--- src/sv/tsc_pkg.sv ---
// Shared types, constants and helpers for the touch sample calibrator.
// No dependencies; used by every other file of the block.
package tsc_pkg;

  localparam int unsigned SAMP_W    = 12;
  localparam int unsigned RAW_W     = 13;
  localparam int unsigned PROD_W    = 25;
  localparam int unsigned DVD_W     = 26;
  localparam int unsigned DVS_W     = 13;
  localparam int unsigned ADDR_W    = 5;
  localparam int unsigned DIV_STEPS = 12;
  localparam int unsigned DIV_CNT_W = $clog2(DIV_STEPS + 1);

  localparam logic [RAW_W-1:0]  Z_TOUCH   = 13'd300;
  localparam logic [RAW_W-1:0]  Z_RELEASE = 13'd75;
  localparam logic [31:0]       WAIT_MS   = 32'd3;
  localparam logic [SAMP_W-1:0] FULL      = 12'd4095;

  typedef logic [DIV_CNT_W-1:0] div_cnt_t;

  typedef enum logic [2:0] {
    REG_ROTATION,
    REG_HORIZ_MIN,
    REG_HORIZ_MAX,
    REG_VERT_MIN,
    REG_VERT_MAX,
    REG_HORIZ_RES,
    REG_VERT_RES,
    REG_AXIS_SWAP
  } reg_idx_t;

  typedef enum logic [1:0] {
    ROT_0,
    ROT_1,
    ROT_2,
    ROT_3
  } rot_t;

  typedef enum logic [2:0] {
    S_IDLE,
    S_EVAL,
    S_MUL,
    S_DIV,
    S_WAIT,
    S_FIN,
    S_DONE
  } state_t;

  typedef struct packed {
    logic [1:0]        rotation;
    logic [SAMP_W-1:0] horiz_min;
    logic [SAMP_W-1:0] horiz_max;
    logic [SAMP_W-1:0] vert_min;
    logic [SAMP_W-1:0] vert_max;
    logic [SAMP_W-1:0] horiz_res;
    logic [SAMP_W-1:0] vert_res;
    logic              axis_swap;
  } cfg_t;

  function automatic logic [SAMP_W-1:0] absdiff(input logic [SAMP_W-1:0] a,
                                                input logic [SAMP_W-1:0] b);
    absdiff = (a > b) ? a - b : b - a;
  endfunction

  // Mean of the closest pair of three samples; ties prefer (a,b), then (a,c).
  function automatic logic [SAMP_W-1:0] closest_mean(input logic [SAMP_W-1:0] a,
                                                     input logic [SAMP_W-1:0] b,
                                                     input logic [SAMP_W-1:0] c);
    logic [SAMP_W-1:0] dab;
    logic [SAMP_W-1:0] dac;
    logic [SAMP_W-1:0] dcb;
    logic [SAMP_W:0]   sum;
    dab = absdiff(a, b);
    dac = absdiff(a, c);
    dcb = absdiff(c, b);
    if (dab <= dac && dab <= dcb) begin
      sum = {1'b0, a} + {1'b0, b};
    end else if (dac <= dab && dac <= dcb) begin
      sum = {1'b0, a} + {1'b0, c};
    end else begin
      sum = {1'b0, b} + {1'b0, c};
    end
    closest_mean = sum[SAMP_W:1];
  endfunction

endpackage

--- src/sv/tsc_cfg.sv ---
// Configuration register file with its APB-style access port.
// Depends on tsc_pkg for the register layout.
module tsc_cfg (
  input  logic                        clk,
  input  logic                        rst,
  input  logic                        psel,
  input  logic                        penable,
  input  logic                        pwrite,
  input  logic [tsc_pkg::ADDR_W-1:0]  paddr,
  input  logic [31:0]                 pwdata,
  output logic [31:0]                 prdata,
  output logic                        pready,
  output tsc_pkg::cfg_t               cfg
);

  tsc_pkg::reg_idx_t idx;
  logic              wr;

  assign idx    = tsc_pkg::reg_idx_t'(paddr[tsc_pkg::ADDR_W-1:2]);
  assign wr     = psel && penable && pwrite;
  assign pready = 1'b1;

  always_ff @(posedge clk) begin
    if (rst) begin
      cfg.rotation  <= 2'd1;
      cfg.horiz_min <= '0;
      cfg.horiz_max <= tsc_pkg::FULL;
      cfg.vert_min  <= '0;
      cfg.vert_max  <= tsc_pkg::FULL;
      cfg.horiz_res <= 12'd320;
      cfg.vert_res  <= 12'd240;
      cfg.axis_swap <= 1'b0;
    end else if (wr) begin
      case (idx)
        tsc_pkg::REG_ROTATION:  cfg.rotation  <= pwdata[1:0];
        tsc_pkg::REG_HORIZ_MIN: cfg.horiz_min <= pwdata[tsc_pkg::SAMP_W-1:0];
        tsc_pkg::REG_HORIZ_MAX: cfg.horiz_max <= pwdata[tsc_pkg::SAMP_W-1:0];
        tsc_pkg::REG_VERT_MIN:  cfg.vert_min  <= pwdata[tsc_pkg::SAMP_W-1:0];
        tsc_pkg::REG_VERT_MAX:  cfg.vert_max  <= pwdata[tsc_pkg::SAMP_W-1:0];
        tsc_pkg::REG_HORIZ_RES: cfg.horiz_res <= pwdata[tsc_pkg::SAMP_W-1:0];
        tsc_pkg::REG_VERT_RES:  cfg.vert_res  <= pwdata[tsc_pkg::SAMP_W-1:0];
        tsc_pkg::REG_AXIS_SWAP: cfg.axis_swap <= pwdata[0];
        default: ;
      endcase
    end
  end

  always_comb begin
    case (idx)
      tsc_pkg::REG_ROTATION:  prdata = {30'd0, cfg.rotation};
      tsc_pkg::REG_HORIZ_MIN: prdata = {20'd0, cfg.horiz_min};
      tsc_pkg::REG_HORIZ_MAX: prdata = {20'd0, cfg.horiz_max};
      tsc_pkg::REG_VERT_MIN:  prdata = {20'd0, cfg.vert_min};
      tsc_pkg::REG_VERT_MAX:  prdata = {20'd0, cfg.vert_max};
      tsc_pkg::REG_HORIZ_RES: prdata = {20'd0, cfg.horiz_res};
      tsc_pkg::REG_VERT_RES:  prdata = {20'd0, cfg.vert_res};
      tsc_pkg::REG_AXIS_SWAP: prdata = {31'd0, cfg.axis_swap};
      default:                prdata = '0;
    endcase
  end

endmodule

--- src/sv/tsc_div.sv ---
// Shared restoring divider: one quotient bit a cycle, quotient overflow flag.
// Depends on tsc_pkg for widths and step count.
module tsc_div (
  input  logic                        clk,
  input  logic                        rst,
  input  logic                        start,
  input  logic [tsc_pkg::DVD_W-1:0]   dividend,
  input  logic [tsc_pkg::DVS_W-1:0]   divisor,
  output logic                        busy,
  output logic                        ovf,
  output logic [tsc_pkg::SAMP_W-1:0]  quot
);

  localparam int unsigned LOW_W = tsc_pkg::SAMP_W;

  logic [tsc_pkg::DVS_W-1:0] dvs;
  logic [tsc_pkg::DVS_W-1:0] rem;
  logic [tsc_pkg::DVS_W:0]   trial;
  logic                      ge;
  tsc_pkg::div_cnt_t         cnt;

  assign trial = {rem, quot[LOW_W-1]};
  assign ge    = trial >= {1'b0, dvs};

  always_ff @(posedge clk) begin
    if (rst) begin
      busy <= 1'b0;
      cnt  <= '0;
    end else if (start) begin
      busy <= 1'b1;
      cnt  <= tsc_pkg::div_cnt_t'(tsc_pkg::DIV_STEPS);
    end else if (busy) begin
      cnt  <= cnt - 1'b1;
      busy <= cnt != tsc_pkg::div_cnt_t'(1);
    end
  end

  always_ff @(posedge clk) begin
    if (start) begin
      dvs  <= divisor;
      ovf  <= dividend >= {divisor, {LOW_W{1'b0}}};
      rem  <= dividend[tsc_pkg::DVS_W+LOW_W-1:LOW_W];
      quot <= dividend[LOW_W-1:0];
    end else if (busy) begin
      rem  <= ge ? tsc_pkg::DVS_W'(trial - {1'b0, dvs}) : trial[tsc_pkg::DVS_W-1:0];
      quot <= {quot[LOW_W-2:0], ge};
    end
  end

endmodule

--- src/sv/touch_sample_calibrator.sv ---
// Touch sample calibrator: conditions resistive touch frames into held raw and
// calibrated coordinates. The block takes one item at a time. A pen event, a
// gated frame or a low-pressure frame goes from the evaluate state straight to
// the done state. A full frame passes the multiply, divide, wait and finish
// states once per axis before the done state, using one shared 12-step divider
// after each multiply. A result waits in the output register while the
// receiver stalls. The next item is taken once the result has moved there.
// Depends on tsc_pkg, tsc_cfg and tsc_div.
module touch_sample_calibrator #(
  parameter bit HAS_PEN_IRQ = 1'b1
) (
  input  logic                        clk,
  input  logic                        rst,
  input  logic                        psel,
  input  logic                        penable,
  input  logic                        pwrite,
  input  logic [tsc_pkg::ADDR_W-1:0]  paddr,
  input  logic [31:0]                 pwdata,
  output logic [31:0]                 prdata,
  output logic                        pready,
  input  logic                        in_valid,
  output logic                        in_stall,
  input  logic                        req_type,
  input  logic [31:0]                 now_ms,
  input  logic [11:0]                 press_a,
  input  logic [11:0]                 press_b,
  input  logic [11:0]                 samp0,
  input  logic [11:0]                 samp1,
  input  logic [11:0]                 samp2,
  input  logic [11:0]                 samp3,
  input  logic [11:0]                 samp4,
  input  logic [11:0]                 samp5,
  output logic                        out_valid,
  input  logic                        out_stall,
  output logic                        touched,
  output logic                        skipped,
  output logic                        pen_wake,
  output logic [12:0]                 pos_x_raw,
  output logic [12:0]                 pos_y_raw,
  output logic [12:0]                 pressure,
  output logic [11:0]                 pos_x_cal,
  output logic [11:0]                 pos_y_cal
);

  localparam int unsigned SW = tsc_pkg::SAMP_W;
  localparam int unsigned RW = tsc_pkg::RAW_W;

  tsc_pkg::cfg_t   cfg;
  tsc_pkg::state_t state;
  tsc_pkg::state_t state_next;

  logic          req_q;
  logic [31:0]   now_q;
  logic [SW-1:0] za_q;
  logic [SW-1:0] zb_q;
  logic [SW-1:0] s_q [6];

  logic          wake;
  logic [31:0]   last_good;
  logic [RW-1:0] hx_raw;
  logic [RW-1:0] hy_raw;
  logic [RW-1:0] hpress;
  logic [SW-1:0] hx_cal;
  logic [SW-1:0] hy_cal;
  logic          skip;
  logic          sw;
  logic          ax;

  logic [tsc_pkg::PROD_W-1:0] prod;
  logic          neg_q;
  logic          rev_q;
  logic          eq_q;
  logic [SW-1:0] res_q;
  logic [SW-1:0] den_q;

  logic          div_start;
  logic          div_busy;
  logic          div_ovf;
  logic [SW-1:0] div_quot;

  logic          gate;
  logic [RW-1:0] z;
  logic [SW-1:0] mx;
  logic [SW-1:0] my;
  logic [RW-1:0] xr;
  logic [RW-1:0] yr;
  logic [SW-1:0] hmax;
  logic [SW-1:0] vmax;

  logic          use_h;
  logic [RW-1:0] raw;
  logic [SW-1:0] ca;
  logic [SW-1:0] cb;
  logic [SW-1:0] cres;
  logic          rev;
  logic [SW-1:0] lo;
  logic [SW-1:0] hi;
  logic          neg;
  logic [RW-1:0] mag;

  logic          big;
  logic [SW-1:0] cval;
  logic          out_load;

  tsc_cfg u_cfg (
    .clk     (clk),
    .rst     (rst),
    .psel    (psel),
    .penable (penable),
    .pwrite  (pwrite),
    .paddr   (paddr),
    .pwdata  (pwdata),
    .prdata  (prdata),
    .pready  (pready),
    .cfg     (cfg)
  );

  tsc_div u_div (
    .clk      (clk),
    .rst      (rst),
    .start    (div_start),
    .dividend ({prod, 1'b0} + tsc_pkg::DVD_W'(den_q)),
    .divisor  ({den_q, 1'b0}),
    .busy     (div_busy),
    .ovf      (div_ovf),
    .quot     (div_quot)
  );

  // Frame evaluation
  assign gate = wake && ((now_q - last_good) >= tsc_pkg::WAIT_MS);
  assign z    = {1'b0, za_q} + {1'b0, tsc_pkg::FULL} - {1'b0, zb_q};
  assign mx   = tsc_pkg::closest_mean(s_q[0], s_q[2], s_q[4]);
  assign my   = tsc_pkg::closest_mean(s_q[1], s_q[3], s_q[5]);
  assign hmax = (cfg.horiz_min < cfg.horiz_max) ? cfg.horiz_max : cfg.horiz_min;
  assign vmax = (cfg.vert_min < cfg.vert_max) ? cfg.vert_max : cfg.vert_min;

  always_comb begin
    case (tsc_pkg::rot_t'(cfg.rotation))
      tsc_pkg::ROT_0: begin
        xr = {1'b0, tsc_pkg::FULL - my};
        yr = {1'b0, mx};
      end
      tsc_pkg::ROT_1: begin
        xr = {1'b0, mx};
        yr = {1'b0, my};
      end
      tsc_pkg::ROT_2: begin
        xr = {1'b0, my};
        yr = {tsc_pkg::FULL, 1'b0} - {1'b0, mx} - {1'b0, vmax};
      end
      default: begin
        xr = {tsc_pkg::FULL, 1'b0} - {1'b0, mx} - {1'b0, hmax};
        yr = {1'b0, tsc_pkg::FULL - my};
      end
    endcase
  end

  // Per-axis scaling operands
  assign use_h = ax ? sw : !sw;
  assign raw   = ax ? hy_raw : hx_raw;
  assign ca    = use_h ? cfg.horiz_min : cfg.vert_min;
  assign cb    = use_h ? cfg.horiz_max : cfg.vert_max;
  assign cres  = use_h ? cfg.horiz_res : cfg.vert_res;
  assign rev   = ca > cb;
  assign lo    = rev ? cb : ca;
  assign hi    = rev ? ca : cb;
  assign neg   = raw < {1'b0, lo};
  assign mag   = neg ? {1'b0, lo} - raw : raw - {1'b0, lo};

  // Rounded quotient to pixel, with reversal and clamping
  assign big = div_ovf || (div_quot > res_q);
  always_comb begin
    if (eq_q) begin
      cval = '0;
    end else if (!rev_q) begin
      cval = neg_q ? '0 : (big ? res_q : div_quot);
    end else begin
      cval = neg_q ? res_q : (big ? '0 : res_q - div_quot);
    end
  end

  assign in_stall  = state != tsc_pkg::S_IDLE;
  assign div_start = state == tsc_pkg::S_DIV;
  assign out_load  = (state == tsc_pkg::S_DONE) && (!out_valid || !out_stall);

  always_ff @(posedge clk) begin
    if (rst) begin
      state <= tsc_pkg::S_IDLE;
    end else begin
      state <= state_next;
    end
  end

  always_comb begin
    state_next = state;
    case (state)
      tsc_pkg::S_IDLE: begin
        if (in_valid) state_next = tsc_pkg::S_EVAL;
      end
      tsc_pkg::S_EVAL: begin
        if (req_q && gate && z >= tsc_pkg::Z_TOUCH) state_next = tsc_pkg::S_MUL;
        else state_next = tsc_pkg::S_DONE;
      end
      tsc_pkg::S_MUL:  state_next = tsc_pkg::S_DIV;
      tsc_pkg::S_DIV:  state_next = tsc_pkg::S_WAIT;
      tsc_pkg::S_WAIT: begin
        if (!div_busy) state_next = tsc_pkg::S_FIN;
      end
      tsc_pkg::S_FIN: begin
        state_next = ax ? tsc_pkg::S_DONE : tsc_pkg::S_MUL;
      end
      tsc_pkg::S_DONE: begin
        if (out_load) state_next = tsc_pkg::S_IDLE;
      end
      default: state_next = tsc_pkg::S_IDLE;
    endcase
  end

  // Input capture and scaling operands
  always_ff @(posedge clk) begin
    if (state == tsc_pkg::S_IDLE && in_valid) begin
      req_q  <= req_type;
      now_q  <= now_ms;
      za_q   <= press_a;
      zb_q   <= press_b;
      s_q[0] <= samp0;
      s_q[1] <= samp1;
      s_q[2] <= samp2;
      s_q[3] <= samp3;
      s_q[4] <= samp4;
      s_q[5] <= samp5;
    end
    if (state == tsc_pkg::S_MUL) begin
      prod  <= tsc_pkg::PROD_W'(mag) * tsc_pkg::PROD_W'(cres);
      neg_q <= neg;
      rev_q <= rev;
      eq_q  <= lo == hi;
      res_q <= cres;
      den_q <= hi - lo;
    end
  end

  // Held state
  always_ff @(posedge clk) begin
    if (rst) begin
      wake      <= 1'b1;
      last_good <= '0;
      hx_raw    <= '0;
      hy_raw    <= '0;
      hpress    <= '0;
      hx_cal    <= '0;
      hy_cal    <= '0;
      skip      <= 1'b1;
      sw        <= 1'b0;
      ax        <= 1'b0;
    end else begin
      case (state)
        tsc_pkg::S_EVAL: begin
          skip <= 1'b1;
          ax   <= 1'b0;
          if (!req_q) begin
            if (HAS_PEN_IRQ) wake <= 1'b1;
          end else if (gate) begin
            skip <= 1'b0;
            if (z < tsc_pkg::Z_TOUCH) begin
              hpress <= '0;
              if (HAS_PEN_IRQ && z < tsc_pkg::Z_RELEASE) wake <= 1'b0;
            end else begin
              hpress    <= z;
              last_good <= now_q;
              hx_raw    <= xr;
              hy_raw    <= yr;
              sw        <= cfg.axis_swap ^ !cfg.rotation[0];
            end
          end
        end
        tsc_pkg::S_FIN: begin
          if (ax) hy_cal <= cval;
          else hx_cal <= cval;
          ax <= 1'b1;
        end
        default: ;
      endcase
    end
  end

  // Output register
  always_ff @(posedge clk) begin
    if (rst) begin
      out_valid <= 1'b0;
    end else if (out_load) begin
      out_valid <= 1'b1;
    end else if (!out_stall) begin
      out_valid <= 1'b0;
    end
  end

  always_ff @(posedge clk) begin
    if (out_load) begin
      touched   <= hpress >= tsc_pkg::Z_TOUCH;
      skipped   <= skip;
      pen_wake  <= wake;
      pos_x_raw <= hx_raw;
      pos_y_raw <= hy_raw;
      pressure  <= hpress;
      pos_x_cal <= hx_cal;
      pos_y_cal <= hy_cal;
    end
  end

endmodule
--- config.mk ---
export PLATFORM = sky130hd
export DESIGN_NAME = touch_sample_calibrator
export DESIGN_NICKNAME = d
export VERILOG_FILES = /design/src/sv/tsc_pkg.sv /design/src/sv/tsc_cfg.sv /design/src/sv/tsc_div.sv /design/src/sv/touch_sample_calibrator.sv
export SDC_FILE = /design/constraint.sdc
export NUM_CORES = 2
export LEC_CHECK = 0
export BUFFER_PORTS_ARGS = -buffer_cell sky130_fd_sc_hd__buf_4
export CORE_MARGIN = 5
export CORE_UTILIZATION = 57
export CTS_BUF_LIST = sky130_fd_sc_hd__clkbuf_16
export CTS_CLUSTER_SIZE = 25
export DETAILED_ROUTE_END_ITERATION = 10
export HOLD_SLACK_MARGIN = 0.03
export PLACE_DENSITY = 0.85
export SLEW_MARGIN = 5
export SYNTH_ARGS = -nofsm -noshare
export SYNTH_HDL_FRONTEND = slang
export SYNTH_SLANG_ARGS = --single-unit
--- constraint.sdc ---
create_clock -name clk -period 13.6 [get_ports clk]
set_input_delay 2.72 -clock clk [delete_from_list [all_inputs] [get_ports clk]]
set_output_delay 2.72 -clock clk [all_outputs]
set_load 0.02 [all_outputs]
==> flow_summary.json <==
{
  "p_leak_nw": 21.2,
  "skew_ps": 22.1,
  "dieArea_um2": 78400,
  "via_per_inst": 6.08,
  "switching_power_mw": 5.77,
  "min_period_ps": 12690,
  "rows": 99,
  "synth_edf_count": 285,
  "fmax_mhz": 78.8,
  "ys_seq_elements": 468,
  "start_util": 0.573,
  "grt_usage": 0.283,
  "cts_tree": "yes",
  "synth-xor-area-share": 0.0434,
  "hold_buffers": 0,
  "synth_top_family_by_area": "adder cells",
  "numCtsBuffers": 53,
  "drive_gt1_frac": 0.0950,
  "routedWlPerCell_um": 19.6,
  "met1_usage": 0.387,
  "outcome": "complete, no violations",
  "grt_antenna_before_repair": 0,
  "rsz0062_at_grt": "false",
  "regArea_um2": 12200,
  "final_cell_mix": "541 x inv_1, 492 x ha_1, 456 x nand2_1",
  "setup_viol": 0,
  "hold_violations": 0,
  "drcViolationCount": 0,
  "num_vias": 35600,
  "synth_fa_ha_area_frac": 0.213,
  "worstMarginPinSlew_ps": 1220,
  "yosysSeqAreaShare": 0.294,
  "drt_iter0_drc": 3651,
  "syn_inst": 4707,
  "nets": 5651,
  "synthMuxAreaShare": 0.0563,
  "grt_pass1_vias": 34300,
  "cts_htree_levels": 2,
  "power_density_nw_per_um2": 255,
  "crit_buf_inv": 8,
  "internal_power_mw": 5.96,
  "period_share": 0.933,
  "cp.required_ps": 14050,
  "grt_max_degree": 74,
  "gp_congestion": 0.967,
  "syn_to_final_growth_pct": 10.5,
  "n_antenna_cell": 0,
  "pre_cts_slack_ps": 1180,
  "io_pins": 274,
  "async_flop_share": 0,
  "met2_usage": 0.449,
  "ir_drop_mv": 0.315,
  "critPathKind": "reg -> reg",
  "grtUsageMet3": 0.0675,
  "core_area_um2": 72600,
  "clock_path_buffers": 3,
  "dr.pass1.iters": 6,
  "final_common_cell": "inv_1",
  "cts-root-buf": "clkbuf_16",
  "synthSimpleGateAreaFrac": 0.140,
  "end_kind": "register",
  "cp_max_fo": 23,
  "hold_class": "reg -> reg",
  "startpoint_type": "register",
  "synth.cell_area_um2": 41600,
  "critical_path.top_delay_family": "compound AO/OA/AOI/OAI gates",
  "dp_hpwl_mm": 88.7,
  "fin_ws_ps": 908,
  "synthFlopType": "edfxtp_1",
  "fp.dieW_um": 280,
  "fp.dieH_um": 280,
  "avgSynthCellArea_um2": 8.83,
  "grt_pass1_wl_mm": 181,
  "cpMostUsedCell": "o21ai_0",
  "p_sw_frac": 0.492,
  "cap_violations": 0,
  "totalNegativeSetupSlack_ps": 0,
  "ys_warn_count": 0,
  "numPortBuffers": 230,
  "synth_compound_area_frac": 0.183,
  "drt_wl_total_mm": 115,
  "path_clk_slew_ps": 70,
  "cp_slowest_cell": "fa_1",
  "overflow": 0,
  "slowest_delay_ps": 550,
  "ys_types": 98,
  "timing.slew.headroom": 0.166,
  "clk_latency_ps": 630,
  "clkPwrFrac": 0.126,
  "crit_arrival_ps": 13140,
  "final_max_slew_viol_count": 0,
  "antenna_left": 0,
  "combPwrFrac": 0.714,
  "p_seq_frac": 0.159,
  "grt_busiest_layer": "met2",
  "multi_input_area_um2": 26700,
  "clock-sinks": 468,
  "nFillCells": 5928
}
==> logic make-up (layout without fill, tap and decap cells) <==
logic type | after synthesis | count (layout)
AND/OR/NAND/NOR | 1254 | 1254
AO/OA/AOI/OAI | 1184 | 1184
buffers and inverters | 739 | 908
adder cells (fa/ha/maj) | 628 | 628
flip-flops | 468 | 468
multiplexers | 226 | 226
XOR/XNOR | 206 | 206
other | 2 | 21
==> Yosys cell counts (7+ instances only) <==
master,number,share of area
a31oi_1,35,0.0053
o21ai_0,225,0.027
o211ai_1,40,0.0072
or4_1,8,0.0014
nand2b_1,52,0.0078
a211o_1,16,0.0034
inv_1,535,0.048
a22oi_1,7,0.0013
a21oi_1,386,0.046
a221oi_1,28,0.0059
nand2_1,456,0.041
nand3_1,63,0.0076
mux2_2,42,0.011
nor3_1,68,0.0082
and2_1,44,0.0066
a211oi_1,40,0.0072
clkbuf_1,143,0.013
ha_1,492,0.15
nand4_1,42,0.0063
mux2i_1,182,0.044
buf_1,18,0.0016
a2111oi_0,10,0.0021
fa_1,135,0.065
o21a_1,36,0.0065
o21bai_1,38,0.0069
nor4_1,17,0.0026
nor2_1,345,0.031
dfxtp_1,183,0.088
edfxtp_1,285,0.21
a21boi_0,28,0.0051
o31ai_1,28,0.0051
and3_1,18,0.0027
o2111ai_1,8,0.0017
o221ai_1,9,0.0019
xor2_1,51,0.011
a21o_1,151,0.027
buf_4,25,0.0045
nor2b_1,58,0.0087
or2_2,17,0.0026
xnor2_1,155,0.033
or3_1,27,0.0041
buf_2,9,0.0011
==> flip-flops by register name, indices dropped and copies added, names as in the netlist, 13 cells and up <==
signal	flops
pos_x_raw	13
s_q	72
pressure	13
u_cfg.cfg	75
hpress	13
hx_raw	13
prod	25
last_good	32
hy_raw	13
u_div.rem	13
now_q	32
pos_y_raw	13
==> repair_timing <==
action                                  4_1_cts  5_1_grt
setup buffers                                 0        0
hold endpoints to repair                      0        0
endpoints found under the setup margin        0        2
gates resized for setup                       0        5
==> worst paths after layout <==
kind	startpoint	endpoint	slack (ps)	depth (start not counted)
setup / recovery	ax	prod[24]	910	47
hold / removal	hpress[1]	pressure[1]	430	0
setup reg to reg	ax	prod[24]	910	47
hold reg to reg	hpress[1]	pressure[1]	430	0
==> layout make-up <==
class,instances,area share
multi-input combinational,3519,0.580
inverter,540,0.0441
timing repair buffer,269,0.0440
clock buffer,58,0.0316
clock inverter,41,0.00766
tap,959,0.0261
sequential,468,0.266
==> stage by stage <==
stage / area [µm²] / power, mW / instances / utilization / hold slack, ps
2_1_floorplan: 41600 / 8.11 / 4726 / - / 403
3_3_place_gp: 44100 / 9.84 / 5755 / 0.607 / 412
3_5_place_dp: 44100 / 10.1 / 5755 / 0.607 / 418
4_1_cts: 45900 / 11.6 / 5854 / 0.632 / 429
5_1_grt: 45900 / 12.8 / 5854 / 0.633 / 443
6_report: 45900 / 11.7 / 5854 / 0.633 / 432
==> metal layers <==
metal / up-vias / share of wire
met5: - / 0
met4: 0 / 0.031
li1: 16700 / -
met3: 262 / 0.11
met2: 1648 / 0.44
met1: 17000 / 0.42
==> power groups by stage <==
stage	clock (mW)	combinational (mW)	sequential [mW]
6_report	1.48	8.38	1.87
5_1_grt	1.56	9.33	1.88
4_1_cts	1.50	8.26	1.87
3_5_place_dp	0	8.16	1.89
3_3_place_gp	0	7.95	1.89
2_1_floorplan	0	6.26	1.85
(Power assumes the default switching activity.)
